--- src/hw/rtl/b64enc_pkg.sv ---
// shared types, constants and the alphabet lookup for the base64 stream encoder
package b64enc_pkg;

	// queue between front and back
	localparam int unsigned QDEPTH = 2;
	localparam int unsigned QPTR_W = $clog2(QDEPTH);
	localparam int unsigned QCNT_W = $clog2(QDEPTH + 1);

	// pad counts carried with a group
	localparam logic [1:0] PAD_NONE = 2'd0;
	localparam logic [1:0] PAD_ONE  = 2'd1;
	localparam logic [1:0] PAD_TWO  = 2'd2;

	// character positions within a group
	localparam logic [1:0] POS_FIRST  = 2'd0;
	localparam logic [1:0] POS_SECOND = 2'd1;
	localparam logic [1:0] POS_THIRD  = 2'd2;
	localparam logic [1:0] POS_FOURTH = 2'd3;

	// pending byte counts in the front
	localparam logic [1:0] CNT_EMPTY = 2'd0;
	localparam logic [1:0] CNT_ONE   = 2'd1;
	localparam logic [1:0] CNT_TWO   = 2'd2;

	localparam logic [7:0] PAD_CHAR   = 8'h3D;
	localparam logic [7:0] UPPER_BASE = 8'h41;
	localparam logic [7:0] LOWER_BASE = 8'h61;
	localparam logic [7:0] DIGIT_BASE = 8'h30;
	localparam logic [7:0] PLUS_CHAR  = 8'h2B;
	localparam logic [7:0] SLASH_CHAR = 8'h2F;

	// one complete or padded group of up to three bytes
	typedef struct packed {
		logic [23:0] bits;
		logic [1:0]  npad;
		logic        last;
	} group_t;

	// sextet to alphabet character
	function automatic logic [7:0] enc_char(input logic [5:0] six);
		logic [7:0] v;
		logic [7:0] c;
		v = {2'b00, six};
		if (six < 6'd26) begin
			c = 8'(UPPER_BASE + v);
		end else if (six < 6'd52) begin
			c = 8'(LOWER_BASE + v - 8'd26);
		end else if (six < 6'd62) begin
			c = 8'(DIGIT_BASE + v - 8'd52);
		end else if (six == 6'd62) begin
			c = PLUS_CHAR;
		end else begin
			c = SLASH_CHAR;
		end
		return c;
	endfunction

endpackage

--- src/hw/rtl/b64enc_front.sv ---
// front: collects input bytes and forms groups for the queue
module b64enc_front (
	input  logic                  clk,
	input  logic                  arst_n,
	input  logic                  in_valid,
	output logic                  in_stall,
	input  logic [7:0]            in_byte,
	input  logic                  last_byte,
	input  logic                  q_full,
	output logic                  q_push,
	output b64enc_pkg::group_t    q_data
);
	import b64enc_pkg::*;

	logic [1:0]  pending_count_q;
	logic [15:0] pending_bytes_q;
	logic        accept;

	// hold off the sender while the queue has no room
	assign in_stall = q_full;
	assign accept   = in_valid && !q_full;

	// group formation
	always_comb begin
		q_push = 1'b0;
		q_data = '0;
		if (accept) begin
			if (pending_count_q == CNT_TWO) begin
				q_push = 1'b1;
				q_data.bits = {pending_bytes_q, in_byte};
				q_data.npad = PAD_NONE;
				q_data.last = last_byte;
			end else if (last_byte) begin
				q_push = 1'b1;
				q_data.last = 1'b1;
				if (pending_count_q == CNT_EMPTY) begin
					q_data.bits = {in_byte, 16'h0000};
					q_data.npad = PAD_TWO;
				end else begin
					q_data.bits = {pending_bytes_q[15:8], in_byte, 8'h00};
					q_data.npad = PAD_ONE;
				end
			end
		end
	end

	// pending byte state
	always_ff @(posedge clk or negedge arst_n) begin
		if (!arst_n) begin
			pending_count_q <= CNT_EMPTY;
			pending_bytes_q <= '0;
		end else if (accept) begin
			if (q_push) begin
				pending_count_q <= CNT_EMPTY;
				pending_bytes_q <= '0;
			end else if (pending_count_q == CNT_EMPTY) begin
				pending_count_q <= CNT_ONE;
				pending_bytes_q <= {in_byte, 8'h00};
			end else begin
				pending_count_q <= CNT_TWO;
				pending_bytes_q <= {pending_bytes_q[15:8], in_byte};
			end
		end
	end

	// never more than two bytes held
	a_count_range: assert property (@(posedge clk) disable iff (!arst_n)
		pending_count_q != 2'd3)
		else $error("front holds more than two bytes");

endmodule

--- src/hw/rtl/b64enc_queue.sv ---
// short group queue between front and back
module b64enc_queue (
	input  logic                  clk,
	input  logic                  arst_n,
	input  logic                  push,
	input  b64enc_pkg::group_t    push_data,
	output logic                  full,
	input  logic                  pop,
	output logic                  head_valid,
	output b64enc_pkg::group_t    head_data
);
	import b64enc_pkg::*;

	group_t              mem_q [QDEPTH];
	logic [QPTR_W-1:0]   wr_ptr_q;
	logic [QPTR_W-1:0]   rd_ptr_q;
	logic [QCNT_W-1:0]   count_q;

	assign full       = (count_q == QCNT_W'(QDEPTH));
	assign head_valid = (count_q != '0);
	assign head_data  = mem_q[rd_ptr_q];

	// entry storage
	always_ff @(posedge clk) begin
		if (push) begin
			mem_q[wr_ptr_q] <= push_data;
		end
	end

	// pointers and fill count
	always_ff @(posedge clk or negedge arst_n) begin
		if (!arst_n) begin
			wr_ptr_q <= '0;
			rd_ptr_q <= '0;
			count_q  <= '0;
		end else begin
			if (push) begin
				wr_ptr_q <= (wr_ptr_q == QPTR_W'(QDEPTH - 1)) ? '0 : wr_ptr_q + 1'b1;
			end
			if (pop) begin
				rd_ptr_q <= (rd_ptr_q == QPTR_W'(QDEPTH - 1)) ? '0 : rd_ptr_q + 1'b1;
			end
			if (push && !pop) begin
				count_q <= count_q + 1'b1;
			end else if (pop && !push) begin
				count_q <= count_q - 1'b1;
			end
		end
	end

	// no write into a full queue, no read from an empty one
	a_no_overflow: assert property (@(posedge clk) disable iff (!arst_n)
		!(push && full && !pop))
		else $error("queue overflow");

	a_no_underflow: assert property (@(posedge clk) disable iff (!arst_n)
		!(pop && !head_valid))
		else $error("queue underflow");

endmodule

--- src/hw/rtl/b64enc_back.sv ---
// back: turns queued groups into four output characters, one per beat
module b64enc_back (
	input  logic                  clk,
	input  logic                  arst_n,
	input  logic                  head_valid,
	input  b64enc_pkg::group_t    head_data,
	output logic                  pop,
	output logic                  out_valid,
	input  logic                  out_stall,
	output logic [7:0]            out_char,
	output logic                  group_end,
	output logic                  message_end
);
	import b64enc_pkg::*;

	logic [1:0] idx_q;
	logic       out_valid_q;
	logic [7:0] out_char_q;
	logic       group_end_q;
	logic       message_end_q;
	logic       load;
	logic [5:0] sextet;
	logic       is_pad;
	logic [7:0] next_char;

	// output register free or draining this cycle
	assign load = head_valid && (!out_valid_q || !out_stall);
	assign pop  = load && (idx_q == POS_FOURTH);

	// sextet selection and padding
	always_comb begin
		case (idx_q)
			POS_FIRST:  sextet = head_data.bits[23:18];
			POS_SECOND: sextet = head_data.bits[17:12];
			POS_THIRD:  sextet = head_data.bits[11:6];
			POS_FOURTH: sextet = head_data.bits[5:0];
			default:    sextet = '0;
		endcase
		is_pad = ((idx_q == POS_FOURTH) && (head_data.npad != PAD_NONE))
			|| ((idx_q == POS_THIRD) && (head_data.npad == PAD_TWO));
		next_char = is_pad ? PAD_CHAR : enc_char(sextet);
	end

	// character position
	always_ff @(posedge clk or negedge arst_n) begin
		if (!arst_n) begin
			idx_q <= POS_FIRST;
		end else if (load) begin
			idx_q <= idx_q + 1'b1;
		end
	end

	// output register
	always_ff @(posedge clk or negedge arst_n) begin
		if (!arst_n) begin
			out_valid_q <= 1'b0;
		end else if (load) begin
			out_valid_q <= 1'b1;
		end else if (!out_stall) begin
			out_valid_q <= 1'b0;
		end
	end

	always_ff @(posedge clk) begin
		if (load) begin
			out_char_q    <= next_char;
			group_end_q   <= (idx_q == POS_FOURTH);
			message_end_q <= (idx_q == POS_FOURTH) && head_data.last;
		end
	end

	assign out_valid   = out_valid_q;
	assign out_char    = out_char_q;
	assign group_end   = group_end_q;
	assign message_end = message_end_q;

	// message end only on the closing character of a group
	a_msg_on_group_end: assert property (@(posedge clk) disable iff (!arst_n)
		out_valid_q |-> (!message_end_q || group_end_q))
		else $error("message end without group end");

	// a group end beat leaves the position counter at the first character
	a_group_wraps: assert property (@(posedge clk) disable iff (!arst_n)
		(load && idx_q == POS_FOURTH) |=> (idx_q == POS_FIRST && group_end_q))
		else $error("group position did not wrap");

endmodule

--- src/hw/rtl/base64_stream_encoder.sv ---
// top level of the base64 stream encoder: front, group queue and back
// path: the byte that closes a group is written into the group queue, and the first character of
//   that group is then loaded into the output register once the back is free
// throughput: one byte per cycle into the front while in_stall is low, one character per cycle out
//   of the back while a group is queued and out_stall is low; each group gives four characters
// the two-entry group queue lets the front keep taking bytes while the back drains a group
// reset: arst_n clears pending bytes, queue pointers, character position and output valid
module base64_stream_encoder (
	input  logic       clk,
	input  logic       arst_n,
	input  logic       in_valid,
	output logic       in_stall,
	input  logic [7:0] in_byte,
	input  logic       last_byte,
	output logic       out_valid,
	input  logic       out_stall,
	output logic [7:0] out_char,
	output logic       group_end,
	output logic       message_end
);
	import b64enc_pkg::*;

	logic   q_full;
	logic   q_push;
	logic   q_pop;
	logic   q_head_valid;
	group_t q_push_data;
	group_t q_head_data;

	// byte collection
	b64enc_front u_front (
		.clk       (clk),
		.arst_n    (arst_n),
		.in_valid  (in_valid),
		.in_stall  (in_stall),
		.in_byte   (in_byte),
		.last_byte (last_byte),
		.q_full    (q_full),
		.q_push    (q_push),
		.q_data    (q_push_data)
	);

	// group queue
	b64enc_queue u_queue (
		.clk        (clk),
		.arst_n     (arst_n),
		.push       (q_push),
		.push_data  (q_push_data),
		.full       (q_full),
		.pop        (q_pop),
		.head_valid (q_head_valid),
		.head_data  (q_head_data)
	);

	// character emission
	b64enc_back u_back (
		.clk         (clk),
		.arst_n      (arst_n),
		.head_valid  (q_head_valid),
		.head_data   (q_head_data),
		.pop         (q_pop),
		.out_valid   (out_valid),
		.out_stall   (out_stall),
		.out_char    (out_char),
		.group_end   (group_end),
		.message_end (message_end)
	);

endmodule

--- config.mk ---
export PLATFORM = sky130hd
export DESIGN_NAME = base64_stream_encoder
export DESIGN_NICKNAME = d
export VERILOG_FILES = /design/src/hw/rtl/b64enc_pkg.sv /design/src/hw/rtl/b64enc_front.sv /design/src/hw/rtl/b64enc_queue.sv /design/src/hw/rtl/b64enc_back.sv /design/src/hw/rtl/base64_stream_encoder.sv
export SDC_FILE = /design/constraint.sdc
export NUM_CORES = 1
export LEC_CHECK = 0
export BUFFER_PORTS_ARGS = -buffer_cell sky130_fd_sc_hd__buf_2
export CORE_ASPECT_RATIO = 1.75
export CORE_UTILIZATION = 56
export CTS_BUF_LIST = sky130_fd_sc_hd__clkbuf_8
export CTS_CLUSTER_SIZE = 20
export DETAILED_ROUTE_END_ITERATION = 7
export PLACE_DENSITY_LB_ADDON = 0.15
export SLEW_MARGIN = 5
export SYNTH_ARGS = -nofsm -noshare
export SYNTH_HDL_FRONTEND = slang
export SYNTH_SLANG_ARGS = --single-unit
--- constraint.sdc ---
create_clock -name clk -period 3.32 [get_ports clk]
set_input_delay 0.498 -clock clk [delete_from_list [all_inputs] [get_ports clk]]
set_output_delay 0.498 -clock clk [all_outputs]
set_load 0.02 [all_outputs]
==> results of run 1 <==
==> state kept, by name, summed over array words and instances (netlist names) <==
signal	flops
u_queue.mem_q	54
u_front.pending_bytes_q	16
u_back.out_char	8
u_back.idx_q	2
u_front.pending_count_q	2
u_queue.count_q	2
u_back.group_end	1
u_back.message_end	1
u_back.out_valid	1
u_queue.rd_ptr_q	1
u_queue.wr_ptr_q	1
==> timing repair <==
| item | CTS | global route |
|---|---|---|
| buffers inserted | 0 | 0 |
| setup endpoints to repair | 0 | 5 |
| resized for setup | 0 | 6 |
==> worst max-delay path by stage <==
| stage | start | endpoint | slack [ns] |
|---|---|---|---|
| 3_5_place_dp | u_back.idx_q[0] | u_back.out_char[5] | 0.09 |
| 6_report | u_back.idx_q[0] | u_back.out_char[5] | 0.15 |
| 4_1_cts | u_back.idx_q[0] | u_back.out_char[5] | 0.07 |
| 5_1_grt | u_back.idx_q[0] | u_back.out_char[5] | -0.03 |
| 2_1_floorplan | u_back.idx_q[0] | u_back.out_char[5] | 0.45 |
| 3_3_place_gp | u_back.idx_q[0] | u_back.out_char[5] | 0.21 |
==> cell usage in the layout, fill, tap and decap left out, types with 3 or more instances in the layout <==
cell type	synthesis	routed
a211oi_1	3	3
a21oi_1	17	17
a222oi_1	4	4
a22o_1	8	8
a22oi_1	22	22
and2_1	12	12
buf_2	2	24
buf_4	2	12
clkbuf_8	0	9
dfrtp_1	25	25
edfxtp_1	64	64
ha_1	13	10
ha_2	0	3
inv_1	13	14
mux2i_1	8	8
nand2_1	51	51
nand2_2	3	3
nand3_1	18	18
nor2_1	24	22
nor2b_1	7	6
nor3_1	4	4
o21ai_0	19	19
xnor2_1	6	6
==> worst register-to-register path, cell delays in order, from the launching register on <==
cell and delay, ns:
dfrtp_1 0.40, inv_1 0.10, ha_1 0.36, nor2_2 0.28, nand3_1 0.13, nand3_2 0.13, inv_1 0.13, ha_1 0.22
a41oi_1 0.29, o21ai_4 0.17, a21o_1 0.21, a21boi_1 0.13, a311o_1 0.38
==> layout make-up <==
class                           instances  area share, %
Clock buffer                            9           2.60
Multi-Input combinational cell        254           34.2
Timing Repair Buffer                   36           4.42
Inverter                               14           1.10
Clock inverter                          7           1.81
Sequential cell                        89           53.5
Tap cell                               88           2.31
==> power breakdown <==
| part | switching, mW | internal [mW] |
|---|---|---|
| sequential | 0.182 | 1.60 |
| clock | 0.362 | 0.417 |
| combinational | 1.67 | 1.02 |
==> kinds of logic (layout without fill, tap and decap cells) <==
kind of cell | Yosys count | after routing | synth area share [%]
AND/OR/NAND/NOR | 130 | 130 | 14.2
AO/OA/AOI/OAI | 93 | 93 | 15.2
flip-flops | 89 | 89 | 59.1
buffers and inverters | 35 | 66 | 3.63
adder cells (fa/ha/maj) | 13 | 13 | 3.77
multiplexers | 10 | 10 | 2.47
XOR/XNOR | 8 | 8 | 1.63
==> layer usage <==
metal	vias up	GRT usage, %	wire length, um
met3	24	5.33	292
met2	101	43.1	4990
met5	-	0	0
met1	1410	26.6	3360
li1	1433	-	-
met4	0	11.7	301
==> Yosys cell counts, types with 2 or more instances <==
cell and instances:
a211oi_1 3, a21o_1 2, a21oi_1 17, a222oi_1 4, a22o_1 8, a22oi_1 22
a31oi_1 2, and2_1 12, and3_1 2, buf_1 2, buf_2 2, buf_4 2
buf_6 2, clkbuf_1 13, dfrtp_1 25, edfxtp_1 64, ha_1 13, inv_1 13
mux2i_1 8, nand2_1 51, nand2_2 3, nand2b_1 2, nand3_1 18, nand3_2 2
nor2_1 24, nor2b_1 7, nor3_1 4, o21a_1 2, o21ai_0 19, or3_1 2
xnor2_1 6, xor2_1 2
==> through the flow <==
stage	setup WS, ns	area [um^2]
after global routing	-0.0295	4760
after floorplan	0.447	4310
final	0.151	4760
after global placement	0.210	4530
after detailed placement	0.0930	4530
after CTS	0.0737	4740
==> impl_results.rst, run 1 <==
.. list-table::
   :header-rows: 1

   * - Metric
     - Value
   * - Power, Total
     - 5.25 mW
   * - Mean post-synth cell area
     - 11.4 um^2
   * - CTS sink count
     - 89
   * - Average wire per cell in the routed design
     - 18.0 um
   * - Vias per Instance
     - 5.97
   * - Dpl hpwl
     - around 6.5 mm
   * - Final number of setup-violating endpoints
     - 0
   * - H-Tree Depth
     - 3
   * - Fraction of final layout cells sized beyond drive strength 1
     - 16.9%
   * - Largest net degree at the start of global routing
     - 28
   * - Initial cell density of the core
     - between 50% and 60%
   * - Total number of yosys warnings
     - 0
   * - Fin cells
     - 497
   * - Dominant cells by area after synthesis
     - edfxtp_1 (45%), dfrtp_1 (15%), nand2_1 (4.4%)
   * - Top fanout value on the critical path
     - 15
   * - Proportion of synthesized flip-flops having asynchronous set or reset
     - 28.1%
   * - Root cell of the clock tree
     - clkbuf_8
   * - Delay of the slowest cell on the worst path
     - 0.40 ns
   * - Post-synth top area share
     - 44.6%
   * - Worst Path Buf+Inv
     - 2
   * - Layout filler cell count
     - around 580
   * - GR Overflow Total
     - 0
   * - Setup crit end kind
     - flop
   * - Setup TNS
     - 0 ns
   * - CP Cell Sequence
     - inv_1, ha_1, nor2_2, nand3_1, nand3_2, inv_1, ha_1, a41oi_1, o21ai_4, a21o_1, a21boi_1, a311o_1
   * - Net count after synthesis
     - roughly 400
   * - Initial drt markers
     - 185
   * - Final wirelength
     - 8.94 mm
   * - Boundary Pins
     - 25
   * - Arrival @ worst endpoint
     - 3.28 ns
   * - Result of the run
     - finished clean
   * - Rel. slew slack
     - 41.1%
   * - Worst reg-to-reg path cell count
     - 12
   * - Cell with the largest stage delay on the worst path
     - dfrtp_1
   * - Clock Skew
     - roughly 0.0085 ns
   * - CTS Hold Buffers Added
     - 0
   * - Floorplan die width
     - ~68 um
   * - Post-route fraction of the period consumed by the critical path
     - a little over nine tenths
   * - Setup Crit Path Kind
     - flop to flop
   * - Core Util, Final
     - 63.3%
   * - Input/output buffers
     - 24
   * - Startpoint of the worst register-to-register path
     - u_back.idx_q[0]
   * - Top Family by Delay on Critical Path
     - compound AO/OA/AOI/OAI gates
   * - Floorplan row count
     - 42
   * - Sequential fraction of the synthesis area
     - approximately three fifths
   * - Vert. Die Dim
     - 118 um
   * - Net count of the finished layout
     - 430
   * - Number of slew-limit violations in the final report
     - 0
   * - Worst slack on hold paths
     - 0.139 ns
   * - Startpoint type of the worst setup path
     - flop
   * - TritonCTS clock tree
     - yes
   * - Area taken by flip-flops and latches
     - between 2000 and 3000 um^2
   * - Max-cap violations
     - 0
   * - Area of the mapped netlist
     - 4310 um^2
   * - Number of distinct library cells after synthesis
     - 52
   * - Total area of multi-input combinational cells
     - 1630 um^2
   * - Highest attainable clock frequency
     - 0.316 GHz
   * - Worst slew pin tran
     - 0.877 ns
   * - Flip-flop cell with the highest count after synthesis
     - edfxtp_1
   * - Layout overhead on the synthesized area
     - 10.4%
   * - Worst IR drop on VDD
     - 0.461 mV
   * - Diodes inserted
     - 0
   * - Crit path depth
     - 12
   * - Total Routing Usage GR
     - 24.6%
   * - Via count of the first global-routing pass
     - 2860
   * - Count of flip-flops with a built-in enable after synthesis
     - 64
   * - TritonCTS buffer count
     - 9
   * - Final RePlAce weighted congestion
     - 0.904
   * - Setup slack, reg-to-reg
     - 0.15 ns
   * - Global-route wire length before repair
     - 14.0 mm
   * - Number of synthesized register bits
     - 89
   * - Residual DRC
     - 0
   * - Vias post-DR
     - 2968
   * - Pwr Density
     - 1100 nW/um^2
   * - Final Critical Period
     - ~3.2 ns
   * - Final hold violation count
     - 0
   * - Clock slew at reported path FFs
     - ~0.080 ns
   * - Initial antenna violation count
     - 0
   * - Number of buffers on the longest clock path
     - 2
   * - Overall die area
     - 8070 um^2
   * - Worst flop-to-flop path endpoint
     - u_back.out_char[5]
   * - Antenna Nets Post-Route
     - 0
   * - Core region area
     - between 7000 and 8000 um^2
   * - Worst path required time
     - 3.43 ns
   * - Synthesized instance count
     - 378
   * - Clock latency at the later pin of the worst-skew pair
     - 0.36 ns
   * - Cells after DPL
     - between 400 and 500
   * - 1st-pass router iterations
     - 5
   * - Largest area contributor in the netlist
     - edfxtp_1
   * - Standby leakage power
     - 1.91 nW
   * - Worst hold path type
     - primary input to asynchronous set/reset pin
Note: power is estimated with default switching activity, not from simulation.
==> run 2: changes to the inputs <==
--- a/config.mk
+++ b/config.mk
@@ -6,8 +6,10 @@
 export NUM_CORES = 1
 export LEC_CHECK = 0
 export BUFFER_PORTS_ARGS = -buffer_cell sky130_fd_sc_hd__buf_2
+export CELL_PAD_IN_SITES_DETAIL_PLACEMENT = 1
+export CELL_PAD_IN_SITES_GLOBAL_PLACEMENT = 2
 export CORE_ASPECT_RATIO = 1.75
-export CORE_UTILIZATION = 56
+export CORE_UTILIZATION = 43
 export CTS_BUF_LIST = sky130_fd_sc_hd__clkbuf_8
 export CTS_CLUSTER_SIZE = 20
 export DETAILED_ROUTE_END_ITERATION = 7
==> constraint.sdc (replaced) <==
create_clock -name clk -period 3.05 [get_ports clk]
set_input_delay 0.4575 -clock clk [delete_from_list [all_inputs] [get_ports clk]]
set_output_delay 0.4575 -clock clk [all_outputs]
set_load 0.02 [all_outputs]
==> run 2 against run 1 <==
Net effect:
- sequential cell count unchanged
- hold slack got worse by 0.044 ns
- count of clock-buffer cells in the layout is 1 higher
- clock skew grew 0.0081 ns
- largest cell class unchanged
==> impl_results.rst, run 2 (synthesized netlist as in run 1, its figures left out) <==
.. list-table::
   :header-rows: 1

   * - Metric
     - Value
   * - Max-cap violations
     - 0 (unchanged)
   * - Average wire per cell in the routed design
     - 20.9 um (+17%)
   * - Floorplan die width
     - 77.7 um (+14%)
   * - Largest net degree at the start of global routing
     - 28 (unchanged)
   * - Clock latency at the later pin of the worst-skew pair
     - 0.37 ns (about the same)
   * - Worst reg-to-reg path cell count
     - 12 (unchanged)
   * - Standby leakage power
     - 2.06 nW (+8.3%)
   * - Setup slack, reg-to-reg
     - 0.06 ns (-0.09 ns)
   * - Vias per Instance
     - 5.64 (-5.6%)
   * - Worst IR drop on VDD
     - 0.626 mV (+36%)
   * - Combinational cell fraction of total power
     - 59.9% (+8.7 points)
   * - H-Tree Depth
     - 3 (unchanged)
   * - Startpoint type of the worst setup path
     - flop
   * - Commonest non-fill, non-tap cells in the layout
     - edfxtp_1 (64), nand2_1 (51), buf_4 (43)
   * - Met1 WL
     - 4.14 mm (+23%)
   * - Register containing the most flip-flops in the final layout
     - u_queue.mem_q
   * - Worst hold path type
     - primary input to asynchronous set/reset pin
   * - Overall die area
     - 10400 um^2 (+29%)
   * - TritonCTS clock tree
     - yes
   * - Worst slew pin tran
     - 0.659 ns (-0.218 ns)
   * - 1st-pass router iterations
     - 5 (unchanged)
   * - Max reg flops
     - 54 (unchanged)
   * - Boundary Pins
     - 25 (unchanged)
   * - Commonest non-fill, non-tap cell in the layout
     - edfxtp_1
   * - Metal3 WL
     - 212 um (-27%)
   * - Input/output buffers
     - 24 (unchanged)
   * - Rel. slew slack
     - 56.0% (+15 points)
   * - Fraction of final layout cells sized beyond drive strength 1
     - 26.9% (+10 points)
   * - Startpoint of the worst register-to-register path
     - u_back.idx_q[1]
   * - Residual DRC
     - 0 (unchanged)
   * - Final RePlAce weighted congestion
     - 0.902 (-0.31%)
   * - Arrival @ worst endpoint
     - 3.11 ns (-0.17 ns)
   * - Net count of the finished layout
     - 464 (+7.9%)
   * - Net Switching
     - 2.95 mW (+33%)
   * - Setup TNS
     - 0 ns (unchanged)
   * - Layout overhead on the synthesized area
     - 19.1%
   * - Delay of the slowest cell on the worst path
     - 0.44 ns (+0.04 ns)
   * - GR Overflow Total
     - 0 (unchanged)
   * - Number of slew-limit violations in the final report
     - 0 (unchanged)
   * - Clock slew at reported path FFs
     - 0.10 ns (+0.02 ns)
   * - Number of buffers on the longest clock path
     - 2 (unchanged)
   * - Cell with the largest stage delay on the worst path
     - dfrtp_2
   * - Core region area
     - 9790 um^2 (+30%)
   * - Highest attainable clock frequency
     - 0.334 GHz (+5.9%)
   * - Total Routing Usage GR
     - 24.4% (-0.27 points)
   * - CTS sink count
     - 89 (unchanged)
   * - Flop pwr share
     - 28.8% (-5.2 points)
   * - Vert. Die Dim
     - 134 um (+14%)
   * - CP Cell Sequence
     - inv_2, ha_4, buf_4, a222oi_1, nand2_1, and3_2, ha_2, a41oi_2, o21ai_4, a21o_1, a21boi_1, a311o_1
   * - Pwr Density
     - 1320 nW/um^2 (+20%)
   * - Cell internal power dissipation
     - 3.83 mW (+26%)
   * - Final hold violation count
     - 0 (unchanged)
   * - Root cell of the clock tree
     - clkbuf_8
   * - Setup crit end kind
     - flop
   * - Initial antenna violation count
     - 0 (unchanged)
   * - Clock Skew
     - 0.0166 ns (+0.00811 ns)
   * - Vias post-DR
     - 3202 (+7.9%)
   * - Antenna Nets Post-Route
     - 0 (unchanged)
   * - Floorplan row count
     - 48 (+14%)
   * - Final number of setup-violating endpoints
     - 0 (unchanged)
   * - Sw Share
     - 43.5% (+1.3 points)
   * - Dpl hpwl
     - 9.01 mm (+38%)
   * - TritonCTS buffer count
     - 9 (unchanged)
   * - Initial drt markers
     - 88 (-52%)
   * - Routed wl met2
     - 6.89 mm (+38%)
   * - Final Critical Period
     - 2.99 ns (-0.176 ns)
   * - Post-route fraction of the period consumed by the critical path
     - 98.1% (+2.7 points)
   * - Worst flop-to-flop path endpoint
     - u_back.out_char[5]
   * - Via count of the first global-routing pass
     - 3458 (+21%)
   * - Global-route wire length before repair
     - 18.5 mm (+32%)
   * - Worst path required time
     - 3.17 ns (-0.26 ns)
   * - Result of the run
     - finished clean
   * - Top fanout value on the critical path
     - 8 (-7)
   * - Proportion of power drawn by the clock network
     - 11.3% (-3.5 points)
   * - Top metal layer carrying routed signals
     - met4
   * - Core Util, Final
     - 52.4% (-11 points)
   * - Final wirelength
     - 11.9 mm (+33%)
   * - Initial cell density of the core
     - 44.0% (-13 points)
   * - Diodes inserted
     - 0 (unchanged)
   * - Setup Crit Path Kind
     - flop to flop
## run 2: cell types whose count changed in the layout (fill, tap and decap cells not counted), sizes merged
| cell | delta |
|---|---|
| buf | +34 |
| clkbuf | +1 |
| inv | +2 |
| bufinv | -2 |
| clkinv | -1 |
## run 2: worst max-delay path: cells and delay by family, from the launching register on
kind,cells,cell delay [ns]
adder cells (fa/ha/maj),2,0.39
AO/OA/AOI/OAI,6,1.31
buffers and inverters,2,0.24
AND/OR/NAND/NOR,2,0.37
flip-flops,1,0.44
## run 2: metrics by stage
| step | power [mW] | worst slack [ns] | instances | area, um^2 | hold slack (ns) |
|---|---|---|---|---|---|
| 2_1_floorplan | 4.07 | 0.177 | 378 | 4310 | 0.162 |
| 3_3_place_gp | 5.56 | -0.391 | 544 | 4780 | 0.451 |
| 3_5_place_dp | 5.60 | -0.390 | 544 | 4780 | 0.457 |
| 4_1_cts | 6.58 | 0.0231 | 563 | 5050 | 0.109 |
| 5_1_grt | 7.16 | -0.0464 | 568 | 5130 | 0.141 |
| 6_report | 6.77 | 0.0577 | 568 | 5130 | 0.0947 |
## run 2: layout make-up
| class | count | area, um^2 |
|---|---|---|
| clock buffer | 10 | 138 |
| clock inverter | 6 | 48.8 |
| fill | 1063 | 4660 |
| inverter | 14 | 52.6 |
| multi-input combinational | 254 | 1700 |
| sequential | 89 | 2550 |
| tap | 125 | 156 |
| timing repair buffer | 70 | 485 |
## run 2: worst max path at each step
stage | startpoint | end | slack, ns
after floorplan | u_back.idx_q[0] | u_back.out_char[5] | 0.18
after global placement | u_back.idx_q[0] | u_back.out_char[2] | -0.39
after detailed placement | u_back.idx_q[0] | u_back.out_char[2] | -0.39
after CTS | u_back.idx_q[0] | u_back.out_char[5] | 0.02
after global routing | u_back.idx_q[1] | u_back.out_char[5] | -0.05
final | u_back.idx_q[1] | u_back.out_char[5] | 0.06
## run 2: per-layer routing
| metal | up-vias | GRT usage (%) |
|---|---|---|
| met1 | 1575 | 22.5 |
| met4 | 0 | 17.4 |
| met3 | 46 | 2.79 |
| met5 | - | 0 |
| li1 | 1506 | - |
| met2 | 75 | 47.6 |
## run 2: timing repair
action,4_1_cts,5_1_grt
endpoints found under the setup margin,6,6
resized for setup,19,11
hold buffers,0,0
buffers inserted,3,5
pin swaps,5,10
## run 2: power groups by stage
stage                     registers, mW  logic (mW)  clock network [mW]
after global placement             1.94        3.63                   0
after detailed placement           1.96        3.64                   0
after CTS                          1.95        3.85               0.783
final                              1.95        4.06               0.767
after global routing               1.98        4.36               0.819
after floorplan                    1.99        2.08                   0
